===== src/design/tbg_pkg.sv =====
`timescale 1ns / 1ps
`default_nettype none
package tbg_pkg;

  // item actions
  localparam logic [1:0] ACT_LOAD = 2'd0;
  localparam logic [1:0] ACT_TRI  = 2'd1;
  localparam logic [1:0] ACT_READ = 2'd2;

  // result status codes
  localparam logic [1:0] ST_OK    = 2'd0;
  localparam logic [1:0] ST_DEGEN = 2'd1;
  localparam logic [1:0] ST_RANGE = 2'd2;
  localparam logic [1:0] ST_ZERO  = 2'd3;

  // shared divider widths
  localparam int DVD_W = 56;
  localparam int DVS_W = 36;

  typedef struct packed {
    logic             start;
    logic [DVD_W-1:0] dividend;
    logic [DVS_W-1:0] divisor;
  } div_req_t;

  typedef struct packed {
    logic             done;
    logic [DVD_W-1:0] quotient;
  } div_rsp_t;

endpackage
`default_nettype wire


===== src/design/tbg_div.sv =====
`timescale 1ns / 1ps
`default_nettype none
module tbg_div (
  input  wire logic             clk,
  input  wire logic             rst,
  input  wire tbg_pkg::div_req_t req,
  output tbg_pkg::div_rsp_t     rsp
);

  localparam int CW = $clog2(tbg_pkg::DVD_W);
  localparam logic [CW-1:0] CNT_LAST = CW'(tbg_pkg::DVD_W - 1);

  logic                        busy;
  logic                        done;
  logic [CW-1:0]               cnt;
  logic [tbg_pkg::DVD_W-1:0]   quo;
  logic [tbg_pkg::DVS_W-1:0]   rem;
  logic [tbg_pkg::DVS_W-1:0]   dvs;
  logic [tbg_pkg::DVS_W:0]     trial;
  logic [tbg_pkg::DVS_W:0]     trial_sub;
  logic                        ge;

  // one restoring step: shift in the next dividend bit and try a subtract
  always_comb begin
    trial     = {rem, quo[tbg_pkg::DVD_W-1]};
    trial_sub = trial - {1'b0, dvs};
    ge        = trial >= {1'b0, dvs};
  end

  always_ff @(posedge clk) begin
    if (rst) begin
      busy <= 1'b0;
      done <= 1'b0;
      cnt  <= '0;
    end else begin
      done <= 1'b0;
      if (req.start) begin
        quo  <= req.dividend;
        rem  <= '0;
        dvs  <= req.divisor;
        cnt  <= '0;
        busy <= 1'b1;
      end else if (busy) begin
        rem <= ge ? trial_sub[tbg_pkg::DVS_W-1:0] : trial[tbg_pkg::DVS_W-1:0];
        quo <= {quo[tbg_pkg::DVD_W-2:0], ge};
        cnt <= cnt + 1'b1;
        if (cnt == CNT_LAST) begin
          busy <= 1'b0;
          done <= 1'b1;
        end
      end
    end
  end

  assign rsp.done     = done;
  assign rsp.quotient = quo;

endmodule
`default_nettype wire


===== config.mk =====
export PLATFORM = sky130hd
export DESIGN_NAME = tbg_div
export DESIGN_NICKNAME = d
export VERILOG_FILES = /design/src/design/tbg_pkg.sv /design/src/design/tbg_div.sv
export SDC_FILE = /design/constraint.sdc
export NUM_CORES = 1
export LEC_CHECK = 0
export BUFFER_PORTS_ARGS = -buffer_cell sky130_fd_sc_hd__buf_2
export CORE_MARGIN = 2
export CORE_UTILIZATION = 40
export CTS_CLUSTER_DIAMETER = 200
export DETAILED_ROUTE_END_ITERATION = 6
export GPL_TIMING_DRIVEN = 0
export HOLD_SLACK_MARGIN = 0.08
export PLACE_DENSITY_LB_ADDON = 0.25
export SLEW_MARGIN = 40
export SYNTH_ARGS = -nofsm -noshare
export SYNTH_HDL_FRONTEND = slang
export SYNTH_SLANG_ARGS = --single-unit

===== constraint.sdc =====
create_clock -name clk -period 9.4 [get_ports clk]
set_clock_uncertainty 0.05 [all_clocks]
set_input_delay 2.82 -clock clk [delete_from_list [all_inputs] [get_ports clk]]
set_output_delay 2.82 -clock clk [all_outputs]
set_load 0.1 [all_outputs]

==> impl_metrics.json <==
{
  "worst_hold_startpoint": "cnt[5]",
  "cts_inserted_buffers": 17,
  "first_drt_pass_iteration_count": 4,
  "critPathSlowestCell": "sky130_fd_sc_hd__buf_1",
  "cts_tree": "yes",
  "post_cts.repair.setup_buffers": 0,
  "gp_congestion": 0.863,
  "finalSetupViolations": 0,
  "post-place-cells": 1050,
  "synthTopCellsByArea": "sky130_fd_sc_hd__edfxtp_1, sky130_fd_sc_hd__mux2_2, sky130_fd_sc_hd__ha_1, sky130_fd_sc_hd__mux2i_1, sky130_fd_sc_hd__nor2_1",
  "design.final.nets": 968,
  "post_route_drc_violation_count": 0,
  "drt-vias-per-instance": 5.12,
  "flip_flop_cell_with_the_highest_count_after_synthesis": "sky130_fd_sc_hd__edfxtp_1",
  "postCtsResizedCells": 0,
  "reg2reg_from": "quo[55]",
  "post-synth-top-area-cell": "sky130_fd_sc_hd__edfxtp_1",
  "avgRoutedWirePerCell_um": 16.3,
  "register_bit_total_from_synthesis": 136,
  "hpwl_after_dpl_um": 13400,
  "relative_slew_slack_pct": 43.0,
  "cp-start-kind": "input pin",
  "clk_pin_slew_ns": 0.06,
  "run_status": "complete, no violations",
  "syn-instance-count": 659,
  "timing.critical_path.to_type": "register",
  "synth.distinct_cells": 64,
  "track_usage_pct": 18.3,
  "worst_vdd_drop_v": 0.000133,
  "via_count": 5541,
  "grt_pass1_vias": 5728,
  "max_freq_mhz": 201,
  "routed_wl_um": 17600,
  "die_h_um": 143,
  "rsz_0062_raised_after_global_routing": "false",
  "cap_viol_max_count": 0,
  "fin_crit_ns": 4.97,
  "worst_path_largest_cell_delay_ns": 0.71,
  "power.density_nw_per_um2": 203,
  "i_o_pin_count": 152,
  "grt_antenna_before_repair": 1,
  "crit_type": "input pin to register",
  "synth.yosys.seq_area_share_pct": 52.0,
  "timing.critical_path.mode_cell": "sky130_fd_sc_hd__buf_16",
  "slew_violations": 0,
  "cp_max_fo": 15,
  "drive_above_1_share_pct": 32.8,
  "clock-root-buffer": "sky130_fd_sc_hd__clkbuf_16",
  "htree_num_levels": 4,
  "antennaDiodeCount": 0,
  "core-area_um2": 18800,
  "synth_fp_nets": 792,
  "iteration_0_drc_count_of_the_detailed_router": 292,
  "hold_viol": 0,
  "die-width_um": 143,
  "critPathArrivalTime_ns": 5.05,
  "synthesis.area_per_instance_um2": 11.7,
  "grt-ovfl-total": 0,
  "ys.warnings.count": 0,
  "synthesis.area_um2": 7690,
  "grt_pass1_wl_um": 28800,
  "cp.required_ns": 9.48,
  "timing.final.crit_share_pct": 52.9,
  "synth_top_cell_area_share_pct": 50.0,
  "fillCellCount": 1730,
  "crit_path_launch": "req[92]",
  "clk_latency_ns": 0.43,
  "final-instance-count-excl-fill": 1082,
  "clkSinkCount": 136,
  "setup_tns_ns": 0,
  "drtAntennaViolNets": 0,
  "pre_cts_slack_ns": 3.95,
  "floorplan.initialDensity_pct": 41.0,
  "cellLeakagePower_nw": 3.96,
  "worstPathBufferInverterCount": 5,
  "area_growth_syn_to_layout_pct": 22.8,
  "rows": 50,
  "post_cts_hold_buffer_count": 0,
  "maximum_number_of_pins_on_one_net_before_global_route_repair": 22,
  "async_reset_ff_share_pct": 0,
  "port-buffer-count": 150,
  "critical-path-top-delay-family": "buffers and inverters",
  "cts.path.max_buffers": 2,
  "timing_worst_slew_pin_value_ns": 0.855,
  "leading_cell_type_in_the_layout_fill_and_taps_excluded": "sky130_fd_sc_hd__buf_2",
  "postLayoutSetupSlackWorst_ns": 4.43,
  "synth_enable_flop_cells": 128,
  "hold_class": "register to register",
  "mostFrequentLayoutCells": "sky130_fd_sc_hd__buf_2, sky130_fd_sc_hd__edfxtp_1, sky130_fd_sc_hd__nor2_1",
  "die_area_um2": 20400,
  "crit_path_cell_trace": "clkbuf_1 > buf_1 > nor2_1 > nor2_4 > buf_8 > buf_16 > buf_16"
}
cells in the mapped netlist, drive strengths merged, types with 4 or more instances:
library cell and n:
xnor2 18, o21a 4, inv 49, nand4 7, clkbuf 11, edfxtp 128
xor2 16, nor2 64, dfxtp 8, o211ai 5, buf 17, nand2 36
ha 37, nor3 10, mux2i 27, a21o 12, o21ai 30, mux2 57
a211oi 10, and3 4, o31ai 4, a21oi 42, a21boi 4, nand3 12
o21bai 10
power breakdown:
group / internal, W / switching (W)
registers: 0.000724 / 0.0000215
logic: 0.000189 / 0.000343
clock network: 0.000349 / 0.000293
layout make-up:
type                       instances  area [µm²]  area share (%)
clock inverter                    14         128            1.35
multi-input combinational        446        3370            35.7
inverter                          49         184            1.95
sequential                       136        4000            42.4
timing repair buffer             157         893            9.45
tap                              234         293            3.10
clock buffer                      18         429            4.54
buffer                            28         150            1.59
kinds of logic after synthesis:
| kind of cell | after synthesis | share of synthesized area (%) |
|---|---|---|
| flip-flops | 136 | 52.0 |
| XOR/XNOR | 34 | 3.87 |
| buffers and inverters | 77 | 4.34 |
| multiplexers | 84 | 11.9 |
| AO/OA/AOI/OAI | 138 | 12.6 |
| AND/OR/NAND/NOR | 152 | 9.02 |
| adder cells (fa/ha/maj) | 38 | 6.28 |
state kept, by name (all words and copies together) (netlist names):
signal and cells:
quo 56, done 1, rem 36, cnt 6, busy 1, dvs 36
per-layer routing:
layer	GRT usage, %	vias up	routed length, µm
li1	-	2791	-
met1	22.9	2563	7920
met2	29.1	176	8000
met3	7.08	11	1470
met4	5.89	0	202
met5	0	-	0
metrics by stage:
stage | hold slack (ns) | utilization [%] | total power, W | instance area [µm²]
finish | 0.443 | 50.4 | 0.00192 | 9450
global route | 0.483 | 50.4 | 0.00202 | 9450
CTS | 0.448 | 50.4 | 0.00194 | 9450
detailed placement | 0.438 | 47.4 | 0.00129 | 8900
global placement | 0.425 | 46.6 | 0.00128 | 8740
floorplan | 0.404 | - | 0.00117 | 7690
worst register-to-register path, delay by kind of cell (launching register included):
kind / cells / cell delay (ns)
adder cells (fa/ha/maj): 2 / 0.63
buffers and inverters: 1 / 0.06
AO/OA/AOI/OAI: 6 / 1.29
AND/OR/NAND/NOR: 2 / 0.39
flip-flops: 1 / 0.38
XOR/XNOR: 1 / 0.13
path summary, 6_finish.rpt:
path | cells after the start | to | slack, ns
setup / recovery | 7 | rem[11] | 4.43
hold / removal | 2 | cnt[5] | 0.44
setup reg to reg | 12 | rem[30] | 6.23
hold reg to reg | 2 | cnt[5] | 0.44
Note: power is estimated with default switching activity, not from simulation.
